--- src/rtl/api_frame_deframer_unit_macros.svh ---
// Assertion macros shared by the frame receiver modules.
`ifndef API_FRAME_DEFRAMER_UNIT_MACROS_SVH
`define API_FRAME_DEFRAMER_UNIT_MACROS_SVH

// Check that cons holds in the same cycle as ante.
`define AFD_ASSERT_IMPLY(lbl, ante, cons) \
    lbl: assert property (@(posedge clk) disable iff (!rst_n) (ante) |-> (cons)) \
        else $error("frame receiver check failed");

// Check that cons holds in the cycle after ante.
`define AFD_ASSERT_NEXT(lbl, ante, cons) \
    lbl: assert property (@(posedge clk) disable iff (!rst_n) (ante) |=> (cons)) \
        else $error("frame receiver sequence check failed");

`endif

--- src/rtl/afd_pkg.sv ---
// Shared widths, codes and types of the frame receiver.
package afd_pkg;

    localparam int BYTE_W     = 8;
    localparam int LEN_W      = 16;
    localparam int KIND_W     = 2;
    localparam int CFG_IDX_W  = 1;
    localparam int CFG_DATA_W = 16;

    localparam logic [KIND_W-1:0] KIND_DATA = 2'd0;
    localparam logic [KIND_W-1:0] KIND_GOOD = 2'd1;
    localparam logic [KIND_W-1:0] KIND_BAD  = 2'd2;

    localparam logic [BYTE_W-1:0] GOOD_SUM = 8'hFF;

    localparam logic [CFG_IDX_W-1:0] REG_START_BYTE = 1'b0;
    localparam logic [CFG_IDX_W-1:0] REG_MAX_LENGTH = 1'b1;

    localparam logic [BYTE_W-1:0] START_BYTE_RST = 8'd126;
    localparam logic [LEN_W-1:0]  MAX_LENGTH_RST = 16'd100;

    typedef struct packed {
        logic [KIND_W-1:0] kind;
        logic [BYTE_W-1:0] data_byte;
        logic [LEN_W-1:0]  byte_index;
        logic [LEN_W-1:0]  frame_length;
    } afd_result_t;

endpackage

--- src/rtl/afd_fsm.sv ---
// Frame state machine: phase, length, payload count and running checksum.
module afd_fsm
    import afd_pkg::*;
(
    input  logic              clk,
    input  logic              rst_n,
    input  logic              advance,
    input  logic [BYTE_W-1:0] rx_byte,
    input  logic [BYTE_W-1:0] start_byte,
    input  logic [LEN_W-1:0]  max_length,
    output logic              has_result,
    output afd_result_t       result
);

`include "api_frame_deframer_unit_macros.svh"

    localparam logic [2:0] PH_HUNT    = 3'd0;
    localparam logic [2:0] PH_LEN_HI  = 3'd1;
    localparam logic [2:0] PH_LEN_LO  = 3'd2;
    localparam logic [2:0] PH_PAYLOAD = 3'd3;
    localparam logic [2:0] PH_CHECK   = 3'd4;

    logic [2:0]        phase_reg;
    logic [2:0]        phase_next;
    logic [LEN_W-1:0]  len_reg;
    logic [LEN_W-1:0]  len_next;
    logic [LEN_W-1:0]  cnt_reg;
    logic [LEN_W-1:0]  cnt_next;
    logic [BYTE_W-1:0] sum_reg;
    logic [BYTE_W-1:0] sum_next;

    logic [LEN_W-1:0]  full_len;
    logic [LEN_W-1:0]  cnt_inc;
    logic [BYTE_W-1:0] sum_add;

    assign full_len = {len_reg[LEN_W-1:BYTE_W], rx_byte};
    assign cnt_inc  = cnt_reg + LEN_W'(1);
    assign sum_add  = sum_reg + rx_byte;

    always_comb
    begin
        phase_next  = phase_reg;
        len_next    = len_reg;
        cnt_next    = cnt_reg;
        sum_next    = sum_reg;
        has_result  = 1'b0;
        result      = '0;
        case (phase_reg)
            PH_LEN_HI:
            begin
                len_next   = {rx_byte, {BYTE_W{1'b0}}};
                phase_next = PH_LEN_LO;
            end
            PH_LEN_LO:
            begin
                cnt_next = '0;
                sum_next = '0;
                if (full_len > max_length)
                begin
                    len_next   = '0;
                    phase_next = PH_HUNT;
                end
                else if (full_len == '0)
                begin
                    len_next   = full_len;
                    phase_next = PH_CHECK;
                end
                else
                begin
                    len_next   = full_len;
                    phase_next = PH_PAYLOAD;
                end
            end
            PH_PAYLOAD:
            begin
                has_result          = 1'b1;
                result.kind         = KIND_DATA;
                result.data_byte    = rx_byte;
                result.byte_index   = cnt_reg;
                result.frame_length = len_reg;
                cnt_next            = cnt_inc;
                sum_next            = sum_add;
                if (cnt_inc >= len_reg)
                begin
                    phase_next = PH_CHECK;
                end
            end
            PH_CHECK:
            begin
                has_result          = 1'b1;
                result.kind         = (sum_add == GOOD_SUM) ? KIND_GOOD : KIND_BAD;
                result.frame_length = len_reg;
                phase_next          = PH_HUNT;
                len_next            = '0;
                cnt_next            = '0;
                sum_next            = '0;
            end
            default:
            begin
                // hunt, and any stray phase code acts as hunt with counters cleared
                if (phase_reg != PH_HUNT)
                begin
                    len_next = '0;
                    cnt_next = '0;
                    sum_next = '0;
                end
                phase_next = (rx_byte == start_byte) ? PH_LEN_HI : PH_HUNT;
            end
        endcase
    end

    always_ff @(posedge clk or negedge rst_n)
    begin
        if (!rst_n)
        begin
            phase_reg <= PH_HUNT;
            len_reg   <= '0;
            cnt_reg   <= '0;
            sum_reg   <= '0;
        end
        else if (advance)
        begin
            phase_reg <= phase_next;
            len_reg   <= len_next;
            cnt_reg   <= cnt_next;
            sum_reg   <= sum_next;
        end
    end

    `AFD_ASSERT_IMPLY(a_payload_in_range, phase_reg == PH_PAYLOAD,
        len_reg != '0 && cnt_reg < len_reg)
    `AFD_ASSERT_NEXT(a_frame_end_clears, advance && phase_reg == PH_CHECK,
        phase_reg == PH_HUNT && cnt_reg == '0 && sum_reg == '0)
    `AFD_ASSERT_IMPLY(a_count_idle_zero, phase_reg == PH_LEN_HI || phase_reg == PH_LEN_LO,
        cnt_reg == '0)

endmodule
--- config.mk ---
export PLATFORM = sky130hd
export DESIGN_NAME = afd_fsm
export DESIGN_NICKNAME = d
export VERILOG_FILES = /design/src/rtl/afd_pkg.sv /design/src/rtl/afd_fsm.sv
export VERILOG_INCLUDE_DIRS = /design/src /design/src/rtl
export SDC_FILE = /design/constraint.sdc
export NUM_CORES = 1
export LEC_CHECK = 0
export BUFFER_PORTS_ARGS = -buffer_cell sky130_fd_sc_hd__buf_2
export CELL_PAD_IN_SITES_DETAIL_PLACEMENT = 1
export CELL_PAD_IN_SITES_GLOBAL_PLACEMENT = 1
export CORE_ASPECT_RATIO = 1.5
export CORE_MARGIN = 5
export CORE_UTILIZATION = 44
export DETAILED_ROUTE_END_ITERATION = 8
export GPL_TIMING_DRIVEN = 0
export MAX_ROUTING_LAYER = met4
export PLACE_DENSITY = 0.87
export SYNTH_ARGS = -nofsm -noshare
export SYNTH_HDL_FRONTEND = slang
export SYNTH_SLANG_ARGS = --single-unit
--- constraint.sdc ---
create_clock -name clk -period 10.4 [get_ports clk]
set_input_delay 3.12 -clock clk [delete_from_list [all_inputs] [get_ports clk]]
set_output_delay 3.12 -clock clk [all_outputs]
set_load 0.01 [all_outputs]
==> results.sh <==
export IMPL_mostFrequentLayoutCell="buf_2"
export IMPL_synth_cells=413
export IMPL_coreArea_um2=7910
export IMPL_top_usage_layer="met2"
export IMPL_clk_pin_slew_ns=0.06
export IMPL_rsz0062_at_grt="false"
export IMPL_finalSetupTns_ns=0
export IMPL_start_util_pct=44.7
export IMPL_synthArstFlopShare_pct=100
export IMPL_cts_sinks=43
export IMPL_fin_crit_ns=8.34
export IMPL_overflow=0
export IMPL_path_class="primary input to primary output"
export IMPL_gr_usage_met3_pct=2.95
export IMPL_setup_viol=0
export IMPL_outcome="complete, no violations"
export IMPL_firstDrtPassIters=4
export IMPL_synth_cell_types=50
export IMPL_wl_per_cell_um=18.4
export IMPL_syn_to_final_growth_pct=18.7
export IMPL_grt_usage_pct=23.3
export IMPL_h_tree_depth=2
export IMPL_ant_nets=0
export IMPL_synth_flop_cell="dfrtp_1"
export IMPL_required_ns=7.28
export IMPL_antenna_found_initial=0
export IMPL_clock_latency_ns=0.29
export IMPL_layout_common_cells="buf_2 (83), dfrtp_1 (43), nand2_1 (41), ha_1 (40), inv_1 (37)"
export IMPL_nNetsFinal=573
export IMPL_cts_buffers=5
export IMPL_post_cts_resized=0
export IMPL_leakagePower_uw=0.00217
export IMPL_hpwl_um=8540
export IMPL_clock_skew_final_ns=0.00673
export IMPL_drive_above_1_share_pct=21.3
export IMPL_power_density_nw_per_um2=200
export IMPL_ys_seq_area_share_pct=30.4
export IMPL_die_area_um2=9970
export IMPL_end_kind="primary output"
export IMPL_insertedDiodeCount=0
export IMPL_die_h_um=120
export IMPL_critical_path_slowest_cell="fa_1"
export IMPL_relSlewSlack_pct=32.2
export IMPL_syn_area_um2=3540
export IMPL_path_cells="buf_2 > ha_1 > fa_1 > a21oi_1 > o21bai_1 > xor2_1 > nor4b_1 > nand4_1 > nor2b_1 > buf_2"
export IMPL_fmax_mhz=120
export IMPL_vias=3405
export IMPL_cts_setup_buffers=0
export IMPL_met1_usage_pct=24.0
export IMPL_wirelength_um=11100
export IMPL_vdd_ir_drop_worst_uv=110
export IMPL_ys_ff_latch=43
export IMPL_ys_warn_count=0
export IMPL_slowest_delay_ns=0.41
export IMPL_cts_tree="yes"
export IMPL_fill_cells=1007
export IMPL_grt_pass1_vias=3741
export IMPL_grt_pass1_wl_um=18100
export IMPL_syn_nets=489
export IMPL_use_met2_pct=43.4
export IMPL_io_pins=78
export IMPL_utilization_pct=53.1
export IMPL_cts_buffer_depth=2
export IMPL_gp_congestion=0.920
export IMPL_die_w_um=83.2
export IMPL_ctsHoldBuffers=0
export IMPL_min_period_over_period_pct=80.2
export IMPL_hold_slack_ns=0.488
export IMPL_hold_path_class="register to register"
export IMPL_maxCapViolations=0
export IMPL_avgSynthCellArea_um2=8.56
export IMPL_routed_via_density=5.66
export IMPL_grt_max_degree=44
export IMPL_final_hold_viol_count=0
export IMPL_arrival_ns=5.22
export IMPL_drt_initial_drc_count=80
export IMPL_path_common_cell="buf_2"
export IMPL_port_buffers=77
export IMPL_start_kind="primary input"
export IMPL_drc=0
export IMPL_worst_pin_slew_ns=1.02
export IMPL_synth_edff_count=0
export IMPL_rows=40
export IMPL_root_buffer="clkbuf_16"
export IMPL_drv_slew=0
export IMPL_crit_fanout=7
-- synth_stat cells (all sizes together), types with 2 or more instances --
| cell type | instances | area [um2] |
|---|---|---|
| nor2 | 29 | 109 |
| a211oi | 4 | 30.0 |
| nor4 | 7 | 65.1 |
| nor3 | 5 | 41.3 |
| and2 | 25 | 156 |
| o21bai | 2 | 15.0 |
| a21oi | 15 | 82.6 |
| buf | 11 | 67.6 |
| o41ai | 2 | 25.0 |
| and3 | 4 | 25.0 |
| o31ai | 5 | 42.5 |
| nand3 | 11 | 55.1 |
| inv | 38 | 145 |
| xnor2 | 22 | 193 |
| nand4 | 9 | 56.3 |
| clkbuf | 7 | 26.3 |
| o21ai | 32 | 160 |
| xor2 | 10 | 87.6 |
| a31oi | 4 | 25.0 |
| ha | 40 | 500 |
| o211ai | 8 | 60.1 |
| a22o | 20 | 175 |
| dfrtp | 43 | 1080 |
| nand2 | 41 | 154 |
| or2 | 2 | 12.5 |
| a21o | 2 | 15.0 |
| nor2b | 3 | 18.8 |
-- stage by stage --
stage / instance area, um2 / setup WS, ns / instances / power (uW)
floorplan: 3540 / 2.63 / 413 / 541
CTS: 4200 / 2.06 / 602 / 843
detailed placement: 4050 / 2.09 / 595 / 678
global route: 4200 / 1.93 / 602 / 900
finish: 4200 / 2.06 / 602 / 839
global placement: 4050 / 2.10 / 595 / 651
-- critical path: cells and delay by family --
kind | cells | cell delay (ns)
AND/OR/NAND/NOR | 3 | 0.62
XOR/XNOR | 1 | 0.18
buffers and inverters | 2 | 0.30
adder cells (fa/ha/maj) | 2 | 0.66
AO/OA/AOI/OAI | 2 | 0.32
-- report_power, final --
part           total, uW  switching, uW  internal [uW]
combinational        434            265            170
sequential           245           36.5            209
clock                159           65.4           93.8
total                839            367            472
-- area by class of cell --
class | count | area, um2 | share of cell area, %
Buffer | 18 | 93.8 | 2.24
Clock buffer | 6 | 139 | 3.31
Clock inverter | 1 | 5.00 | 0.119
Inverter | 38 | 145 | 3.46
Multi-Input combinational cell | 314 | 2220 | 52.9
Sequential cell | 43 | 1080 | 25.6
Tap cell | 105 | 131 | 3.13
Timing Repair Buffer | 77 | 385 | 9.18
-- metal layers --
metal | wire length, um | part of all wire, %
met3 | 369 | 3.3
met4 | 421 | 3.8
met5 | 0 | 0
met2 | 5980 | 54
met1 | 4310 | 39
-- logic make-up after synthesis --
| family | count (synthesis) | synth area share (%) |
|---|---|---|
| flip-flops | 43 | 30.4 |
| adder cells (fa/ha/maj) | 41 | 14.7 |
| AO/OA/AOI/OAI | 101 | 19.6 |
| buffers and inverters | 56 | 6.76 |
| XOR/XNOR | 32 | 7.93 |
| AND/OR/NAND/NOR | 140 | 20.5 |
-- worst paths after layout --
path	slack (ns)	endpoint	cells after the start	start
min	0.49	len_reg[5]	2	len_reg[5]
min reg2reg	0.49	len_reg[5]	2	len_reg[5]
max in group asynchronous	6.77	cnt_reg[0]	1	rst_n
min in group asynchronous	3.01	cnt_reg[9]	1	rst_n
max	2.06	result[41]	10	rx_byte[0]
max reg2reg	6.98	phase_reg[1]	10	cnt_reg[0]
Power figures use the tool's default switching activity.
