`src/rtl/api_frame_deframer_unit_macros.svh`:
```
// Assertion macros shared by the frame receiver modules.
`ifndef API_FRAME_DEFRAMER_UNIT_MACROS_SVH
`define API_FRAME_DEFRAMER_UNIT_MACROS_SVH

// Check that cons holds in the same cycle as ante.
`define AFD_ASSERT_IMPLY(lbl, ante, cons) \
    lbl: assert property (@(posedge clk) disable iff (!rst_n) (ante) |-> (cons)) \
        else $error("frame receiver check failed");

// Check that cons holds in the cycle after ante.
`define AFD_ASSERT_NEXT(lbl, ante, cons) \
    lbl: assert property (@(posedge clk) disable iff (!rst_n) (ante) |=> (cons)) \
        else $error("frame receiver sequence check failed");

`endif

```
`src/rtl/afd_pkg.sv`:
```
// Shared widths, codes and types of the frame receiver.
package afd_pkg;

    localparam int BYTE_W     = 8;
    localparam int LEN_W      = 16;
    localparam int KIND_W     = 2;
    localparam int CFG_IDX_W  = 1;
    localparam int CFG_DATA_W = 16;

    localparam logic [KIND_W-1:0] KIND_DATA = 2'd0;
    localparam logic [KIND_W-1:0] KIND_GOOD = 2'd1;
    localparam logic [KIND_W-1:0] KIND_BAD  = 2'd2;

    localparam logic [BYTE_W-1:0] GOOD_SUM = 8'hFF;

    localparam logic [CFG_IDX_W-1:0] REG_START_BYTE = 1'b0;
    localparam logic [CFG_IDX_W-1:0] REG_MAX_LENGTH = 1'b1;

    localparam logic [BYTE_W-1:0] START_BYTE_RST = 8'd126;
    localparam logic [LEN_W-1:0]  MAX_LENGTH_RST = 16'd100;

    typedef struct packed {
        logic [KIND_W-1:0] kind;
        logic [BYTE_W-1:0] data_byte;
        logic [LEN_W-1:0]  byte_index;
        logic [LEN_W-1:0]  frame_length;
    } afd_result_t;

endpackage

```
`src/rtl/afd_in_stage.sv`:
```
// Input register: holds one received byte until the frame logic takes it.
module afd_in_stage
    import afd_pkg::*;
(
    input  logic              clk,
    input  logic              rst_n,
    input  logic              in_valid,
    output logic              in_ready,
    input  logic [BYTE_W-1:0] in_byte,
    input  logic              take,
    output logic              held_valid,
    output logic [BYTE_W-1:0] held_byte
);

    logic              valid_reg;
    logic              valid_next;
    logic [BYTE_W-1:0] byte_reg;
    logic              load;

    assign in_ready   = !valid_reg || take;
    assign load       = in_valid && in_ready;
    assign valid_next = load ? 1'b1 : (take ? 1'b0 : valid_reg);

    always_ff @(posedge clk or negedge rst_n)
    begin
        if (!rst_n)
        begin
            valid_reg <= 1'b0;
        end
        else
        begin
            valid_reg <= valid_next;
        end
    end

    always_ff @(posedge clk)
    begin
        if (load)
        begin
            byte_reg <= in_byte;
        end
    end

    assign held_valid = valid_reg;
    assign held_byte  = byte_reg;

endmodule

```
`config.mk`:
```
export PLATFORM = sky130hd
export DESIGN_NAME = afd_in_stage
export DESIGN_NICKNAME = d
export VERILOG_FILES = /design/src/rtl/api_frame_deframer_unit_macros.svh /design/src/rtl/afd_pkg.sv /design/src/rtl/afd_in_stage.sv
export SDC_FILE = /design/constraint.sdc
export NUM_CORES = 1
export LEC_CHECK = 0
export BUFFER_PORTS_ARGS = -buffer_cell sky130_fd_sc_hd__buf_2
export CORE_AREA = 4 4 41 43
export DETAILED_ROUTE_END_ITERATION = 10
export DIE_AREA = 0 0 45 47
export PLACE_DENSITY = 0.54
export RECOVER_POWER = 50
export SYNTH_ARGS = -nofsm -noshare
export SYNTH_HDL_FRONTEND = slang
export SYNTH_SLANG_ARGS = --single-unit
```
`constraint.sdc`:
```
create_clock -name clk -period 1.1 [get_ports clk]
set_clock_uncertainty 0.05 [all_clocks]
set_input_delay 0 -clock clk [delete_from_list [all_inputs] [get_ports clk]]
set_output_delay 0 -clock clk [all_outputs]
set_load 0.1 [all_outputs]
```
==> flow_summary_export.csv, run 1 <==
group,metric,value,unit
outcome,status,"finished, violations left",
outcome,violations,"negative setup slack",
clocking,cts_tree,"done",
sta,final_max_slew_viol_count,0,
power,fin_total_pwr,920.4,uW
synthesis,seq_area_frac_synth,90.21,%
critical_path,r2r_start,"held_valid",
route,drc_errors,0,
sta,min_period,1.126,ns
critical_path,rr_endpoint,"held_byte[4]",
critical_path,arrival,1.08,ns
clocking,clock_sinks,9,
route,detail_route.iter0.violations,10,
hold_path,holdPathStages,5,
route,avgRoutedWirePerCell,10.23,um
grt,grtUsageTotal,7.772,%
sta,grt_setup_unrepaired,"true",
synthesis,avgSynthCellArea,24.50,sq um
placement,port_buffers,21,
clocking,clockBufferDepth,2,
cells_and_area,diodes,0,
hold_path,whs_endpoint,"held_valid",
critical_path,path_buf_inv,2,
critical_path,crit_path_start_kind,"flip-flop",
hold_path,hold_start,"take",
clocking,htreeDepth,1,
sta,fin_crit_sh,102.4,%
clocking,cts-root-buf,"clkbuf_4",
cells_and_area,nets,64,
route,firstDrtPassIters,2,
grt,grt_pass1_wl,1090,um
critical_path,worst_r2r_path_depth,2,
sta,relSlewSlack,67.74,%
sta,setup_ws,-0.02648,ns
cells_and_area,post-route-util,47.60,%
floorplanning,rows,13,
power,irDropWorstVdd,0.5932,mV
cells_and_area,layout_commonest_cell,"buf_2",
hold_path,hold_class,"in2reg",
clocking,clkSlewWorstSetupHoldPaths,0.06,ns
route,vias_per_cell,3.758,
grt,antenna_found_initial,0,
floorplanning,dieArea,2115,sq um
clocking,insertion_delay,0.25,ns
route,ant_nets,0,
grt,grt_max_degree,9,
flow_run,maxCapViolCount,0,
cells_and_area,fin_area,619.3,sq um
cells_and_area,layout_common_cells,"buf_2 (17), dlygate4sd3_1 (11), edfxtp_1 (8), clkbuf_4 (5)",
sta,hold_viol_final,0,
critical_path,max_stage_delay,0.49,ns
synthesis,syn_inst,12,
floorplanning,core_area,1301,sq um
grt,globalRouteOverflowTotal,0,
critical_path,crit_required,1.05,ns
synthesis,ys_types,5,
cells_and_area,syn_to_final_growth,110.6,%
synthesis,netlist_area,294.0,sq um
sta,setup_tns,-0.03153,ns
placement,post_dp_cell_area,466.7,sq um
critical_path,r2r_slack,0,ns
sta,worst_pin_slew,0.4872,ns
cells_and_area,drive_gt1_share,58.82,%
placement,post-place-ws,0.009533,ns
sta,clock.fmax,0.8877,GHz
floorplanning,fp.dieW,45,um
power,power_density,1486,nW/um^2
floorplanning,start_util,22.60,%
floorplanning,io_pins,22,
synthesis,ys_ff_latch,9,
critical_path,crit_fanout,2,
synthesis,syn-num-nets,24,
critical_path,slowest_stage,"dfrtp_4",
placement,gp_congestion,0.5780,
critical_path,path_class,"reg2out",
route,via_count,248,
critical_path,crit_chain,"nand2b_4 -> buf_6 -> buf_12",
synthesis,yosysWarnings,0,
power,p_leak,0.0002743,uW
critical_path,crit_family,"flip-flops",
critical_path,endpoint_kind,"output pin",
sta,setup_viol,5,
floorplanning,die_y,47,um
grt,grt_pass1_vias,275,
clocking,cts-buffers-inserted,3,
route,wirelength,675,um
[repair_timing]
item / 4_1_cts / 5_1_grt
hold endpoints to repair: 10 / 0
hold buffers: 11 / 0
buffers inserted: 0 / 1
setup endpoints to repair: 1 / 12
gates resized for setup: 1 / 2
pin swaps: 1 / 0
[routing by layer]
layer,track usage [%],share of wire (%),vias up,wire [um]
met3,4.981,14,0,97
met2,13.84,59,11,397
li1,-,-,122,-
met4,5.263,0,0,0
met1,6.161,27,115,181
met5,0,0,-,0
[layout make-up]
type                    instances  area, sq um
clock buffers                   4        26.28
fillers                       130        681.9
multi-input cells               3        28.78
flip-flops and latches          9        269.0
well taps                      15        18.77
repair buffers                 35        276.5
[sequential cells by signal, indices dropped and copies added, names as in the netlist]
name / flops
held_byte: 8
held_valid: 1
[power by group]
part	total, uW	internal [uW]	leakage [uW]	switching [uW]
Sequential	403	397	0.0000864	6.19
Clock	245	139	0.0000150	106
Combinational	272	88.3	0.000173	184
Total	920	624	0.000274	296
[stage by stage]
stage | instances | hold slack (ns)
finish | 66 | 0.1633
global route | 66 | 0.1615
CTS | 65 | 0.06860
detailed placement | 50 | -0.2744
global placement | 50 | -0.2757
floorplan | 12 | -0.3456
[cells by family (layout without fill, tap and decap cells)]
group | after synthesis | after routing | share of synthesized area (%)
DFF | 9 | 9 | 90.21
buffers and inverters | 0 | 39 | 0
and+or+nand+nor | 3 | 3 | 9.788
[synthesized netlist by cell type]
| cell | number | area share [%] |
|---|---|---|
| nand2b_4 | 1 | 4.7 |
| nand2b_1 | 1 | 2.1 |
| dfrtp_1 | 1 | 8.5 |
| and2_4 | 1 | 3.0 |
| edfxtp_1 | 8 | 82 |
[worst min-delay path, cell delays in order]
cell and delay, ns:
buf_2 0.08, nand2b_4 0.11, buf_6 0.10, buf_4 0.09, nand2b_1 0.05
[worst max path at each step]
stage,slack [ns],to,start,cells past startpoint
after detailed placement,0.01,held_byte[1],held_valid,2
final,-0.03,in_ready,held_valid,3
after CTS,-0.03,in_ready,held_valid,3
after global routing,-0.08,in_ready,held_valid,3
after floorplan,-0.43,held_byte[0],held_valid,2
after global placement,0.02,held_byte[2],held_valid,2
No activity file was read; power rests on OpenSTA's default activity.
==> run 2: changes to the inputs <==
--- a/config.mk
+++ b/config.mk
@@ -11,6 +11,7 @@
 export DIE_AREA = 0 0 45 47
 export PLACE_DENSITY = 0.54
 export RECOVER_POWER = 50
+export SKIP_CTS_REPAIR_TIMING = 1
 export SYNTH_ARGS = -nofsm -noshare
 export SYNTH_HDL_FRONTEND = slang
 export SYNTH_SLANG_ARGS = --single-unit
==> run 2 against run 1 <==
The flow still finishes with violations (negative setup slack). Maximum frequency about the same. Register-to-register slack about the same. Sequential power is essentially flat. Die area unchanged. First-iteration DRC count down 10%. Final cell count stayed put. Highest routed layer unchanged.
==> flow_summary_export.csv, run 2 (same netlist as run 1, synthesis figures left out) <==
group,metric,value,unit
sta,fin_crit_sh,102.5,%
cells_and_area,post-route-util,47.21,%
power,power_density,1492,nW/um^2
sta,worst_pin_slew,0.4872,ns
clocking,clockBufferDepth,2,
sta,hold_viol_final,0,
clocking,clock_sinks,9,
critical_path,setup.worst_path.start,"held_valid",
cells_and_area,largest_reg_flops,8,
cells_and_area,drive_gt1_share,58.82,%
cells_and_area,nets,64,
sta,final_max_slew_viol_count,0,
floorplanning,start_util,22.60,%
critical_path,r2r_start,"held_valid",
critical_path,arrival,1.08,ns
route,drc_errors,0,
route,avgRoutedWirePerCell,10.65,um
sta,min_period,1.127,ns
cells_and_area,layout_commonest_cell,"buf_2",
power,irDropWorstVdd,0.5902,mV
cells_and_area,layout_common_cells,"buf_2 (19), dlygate4sd3_1 (11), edfxtp_1 (8), clkbuf_4 (3)",
route,detail_route.iter0.violations,9,
critical_path,cp-endpoint,"in_ready",
clocking,cts-root-buf,"clkbuf_4",
grt,grtUsageTotal,6.506,%
critical_path,endpoint_kind,"output pin",
sta,grt_setup_unrepaired,"true",
critical_path,rr_endpoint,"held_byte[4]",
cells_and_area,syn_to_final_growth,108.9,%
critical_path,crit_path_start_kind,"flip-flop",
outcome,violations,"negative setup slack",
clocking,htreeDepth,1,
clocking,cts_tree,"done",
clocking,clkSlewWorstSetupHoldPaths,0.06,ns
floorplanning,io_pins,22,
outcome,status,"finished, violations left",
critical_path,path_class,"reg2out",
grt,grt_max_degree,9,
route,ant_nets,0,
sta,clock.fmax,0.8873,GHz
route,wirelength,703,um
floorplanning,die_y,47,um
critical_path,r2r_slack,0,ns
hold_path,hold_class,"in2reg",
sta,setup_viol,9,
critical_path,worst_r2r_path_depth,2,
placement,post-place-ws,0.009533,ns
placement,gp_congestion,0.5780,
floorplanning,dieArea,2115,sq um
grt,grt_pass1_vias,225,
grt,globalRouteOverflowTotal,0,
floorplanning,core_area,1301,sq um
grt,grt_pass1_wl,897,um
sta,setup_ws,-0.02696,ns
clocking,cts-buffers-inserted,3,
route,vias_per_cell,3.758,
clocking,insertion_delay,0.25,ns
power,p_leak,0.0002729,uW
route,via_count,248,
placement,port_buffers,21,
sta,relSlewSlack,67.74,%
grt,antenna_found_initial,0,
cells_and_area,diodes,0,
critical_path,crit_fanout,2,
route,firstDrtPassIters,2,
floorplanning,rows,13,
cells_and_area,fillers,131,
critical_path,crit_required,1.05,ns
floorplanning,fp.dieW,45,um
flow_run,maxCapViolCount,0,
## run 2: stage by stage
stage | total power (uW) | hold WS, ns | instances | TNS, ns | instance area (sq um)
2_1_floorplan | 578.9 | -0.3456 | 12 | -3.517 | 297.8
3_3_place_gp | 642.7 | -0.2757 | 50 | 0 | 466.7
3_5_place_dp | 645.1 | -0.2744 | 50 | 0 | 466.7
4_1_cts | 880.6 | -0.5406 | 54 | -0.04780 | 493.0
5_1_grt | 973.0 | 0.1656 | 66 | -0.3832 | 614.3
6_report | 916.3 | 0.1619 | 66 | -0.04635 | 614.3
## run 2: power by group
| part | total [uW] | internal (uW) | switching [uW] |
|---|---|---|---|
| Combinational | 271 | 86.6 | 185 |
| Sequential | 403 | 397 | 5.96 |
| Clock | 242 | 139 | 103 |
## run 2: how the worst min path moves through the flow
stage / cells past startpoint / start / endpoint / slack [ns]
2_1_floorplan: 0 / rst_n / held_valid / -0.35
3_3_place_gp: 1 / rst_n / held_valid / -0.28
3_5_place_dp: 1 / rst_n / held_valid / -0.27
4_1_cts: 1 / rst_n / held_valid / -0.54
5_1_grt: 5 / take / held_valid / 0.17
6_report: 5 / take / held_valid / 0.16
## run 2: worst max-delay path: stages (launching register included)
cell      delay [ns]
dfrtp_4         0.49
nand2b_4        0.08
buf_6           0.10
buf_12          0.16
## run 2: layout make-up
class / instances / area (sq um) / area share, %
Sequential cell: 9 / 269.0 / 43.79
Multi-Input combinational cell: 3 / 28.78 / 4.684
Timing Repair Buffer: 35 / 271.5 / 44.20
Clock buffer: 4 / 26.28 / 4.277
Tap cell: 15 / 18.77 / 3.055
## run 2: metal layers
layer | part of all wire (%) | routed length (um) | GRT usage [%]
met5 | 0 | 0 | 0
met4 | 0 | 0 | 5.263
met3 | 13 | 94 | 4.981
met2 | 59 | 415 | 11.30
met1 | 27 | 193 | 4.535
==> run 3: changes to the inputs <==
--- a/config.mk
+++ b/config.mk
@@ -6,11 +6,14 @@
 export NUM_CORES = 1
 export LEC_CHECK = 0
 export BUFFER_PORTS_ARGS = -buffer_cell sky130_fd_sc_hd__buf_2
+export CAP_MARGIN = 10
 export CORE_AREA = 4 4 41 43
 export DETAILED_ROUTE_END_ITERATION = 10
 export DIE_AREA = 0 0 45 47
+export GPL_TIMING_DRIVEN = 0
 export PLACE_DENSITY = 0.54
 export RECOVER_POWER = 50
+export SETUP_SLACK_MARGIN = 0.2
 export SKIP_CTS_REPAIR_TIMING = 1
 export SYNTH_ARGS = -nofsm -noshare
 export SYNTH_HDL_FRONTEND = slang
==> run 3 against run 2 <==
The flow finishes with violations (negative hold slack, negative setup slack). First-iteration DRC count fell by 78%. Hold slack got worse by 0.19 ns. Die area did not move. Via count fell by 4.4%. Setup slack improved by 0.022 ns. Maximum frequency rose by 2.0%. Global-route usage fell by 0.34 points. Final cell count fell by 6.1%. Critical path depth fell by 1. Combinational power rose by 5%. Clock-buffer cell count did not move. Design area rose by 8.8%.
==> flow_summary_export.csv, run 3 (same netlist as run 1, synthesis figures left out) <==
group,metric,value,unit
cells_and_area,syn_to_final_growth,127.2,%
placement,post-place-ws,0.001880,ns
power,p_leak,0.0002848,uW
critical_path,endpoint_kind,"flip-flop",
route,wirelength,632,um
floorplanning,rows,13,
outcome,violations,"negative hold slack, negative setup slack",
floorplanning,start_util,22.60,%
clocking,cts-buffers-inserted,3,
grt,grt_max_degree,9,
cells_and_area,layout_common_cells,"buf_2 (11), dlygate4sd3_1 (10), edfxtp_1 (8), buf_12 (7), clkbuf_4 (4)",
outcome,status,"finished, violations left",
critical_path,crit_path_start_kind,"flip-flop",
floorplanning,io_pins,22,
cells_and_area,drive_gt1_share,57.45,%
clocking,cts-root-buf,"clkbuf_4",
grt,globalRouteOverflowTotal,0,
placement,gp_congestion,0.5780,
clocking,htreeDepth,1,
power,fin_total_pwr,938.7,uW
cells_and_area,diodes,0,
critical_path,r2r_start,"held_valid",
clocking,cts_tree,"done",
route,drc_errors,0,
sta,setup_viol,8,
route,detail_route.iter0.violations,2,
placement,port_buffers,21,
floorplanning,die_y,47,um
sta,min_period,1.105,ns
power,power_density,1405,nW/um^2
route,vias_per_cell,3.823,
critical_path,arrival,1.02,ns
hold_path,hold_class,"in2reg",
floorplanning,core_area,1301,sq um
cells_and_area,largest_reg_flops,8,
critical_path,crit_fanout,8,
clocking,clock_sinks,9,
floorplanning,dieArea,2115,sq um
route,firstDrtPassIters,4,
sta,setup_ws,-0.004687,ns
critical_path,setup.worst_path.start,"held_valid",
critical_path,crit_required,1.01,ns
sta,clock.fmax,0.9052,GHz
clocking,clkSlewWorstSetupHoldPaths,0.06,ns
clocking,clockBufferDepth,2,
cells_and_area,layout_commonest_cell,"buf_2",
sta,fin_crit_sh,100.4,%
clocking,insertion_delay,0.25,ns
critical_path,path_class,"reg2reg",
floorplanning,fp.dieW,45,um
sta,hold_viol_final,2,
sta,hold-worst-slack,-0.02707,ns
power,irDropWorstVdd,0.7646,mV
grt,grt_pass1_wl,841,um
flow_run,maxCapViolCount,0,
sta,worst_pin_slew,0.3043,ns
grt,grtUsageTotal,6.170,%
sta,final_max_slew_viol_count,0,
grt,antenna_found_initial,0,
sta,relSlewSlack,79.83,%
grt,grt_pass1_vias,215,
cells_and_area,nets,60,
route,ant_nets,0,
route,avgRoutedWirePerCell,10.19,um
route,via_count,237,
hold_path,hold_start,"take",
sta,grt_setup_unrepaired,"true",
==> run 3: changes by cell type in the layout (fill, tap and decap cells not counted) <==
cell / before / now
buf_12: 2 / 7
buf_2: 19 / 11
buf_4: 2 / 0
buf_6: 1 / 2
clkbuf_4: 3 / 4
dlygate4sd3_1: 11 / 10
==> run 3: routing by layer <==
layer	GRT usage, %	wire length [um]	vias up
li1	-	-	114
met1	4.502	172	110
met2	11.30	390	13
met3	3.448	69	0
met4	5.263	0	0
met5	0	0	-
==> run 3: worst paths after layout <==
kind	slack [ns]	cells after the start	end
max	-0.005	2	held_byte[3]
min	-0.03	3	held_valid
max reg2reg	-0.005	2	held_byte[3]
min reg2reg	0.53	2	held_valid
max in group asynchronous	0.91	2	held_valid
min in group asynchronous	-0.01	2	held_valid
==> run 3: worst max-delay path: stages, from the launching register on <==
cell and delay [ns]:
dfrtp_4 0.48, nand2b_4 0.08, and2_4 0.20
==> run 3: power breakdown <==
part	leakage [uW]	switching [uW]	internal [uW]	total, uW
Sequential	0.0000864	14.0	398	412
Clock	0.0000150	104	139	243
Combinational	0.000183	178	106	284
Total	0.000285	296	643	939
==> run 3: layout make-up <==
cell class	count	area [sq um]
Multi-Input combinational cell	3	28.78
Clock buffer	4	26.28
Timing Repair Buffer	31	325.3
Fill cell	115	633.1
Tap cell	15	18.77
Sequential cell	9	269.0
==> run 3: through the flow <==
stage | util [%] | hold slack [ns] | instance area (sq um) | cells | setup TNS [ns]
4_1_cts | 34.42 | -0.5517 | 447.9 | 52 | -0.3140
6_report | 51.35 | -0.02707 | 668.1 | 62 | -0.02676
3_5_place_dp | 32.40 | -0.2729 | 421.7 | 48 | 0
3_3_place_gp | 32.40 | -0.2757 | 421.7 | 48 | 0
5_1_grt | 51.35 | -0.001774 | 668.1 | 62 | -0.3227
2_1_floorplan | - | -0.3456 | 297.8 | 12 | -3.517
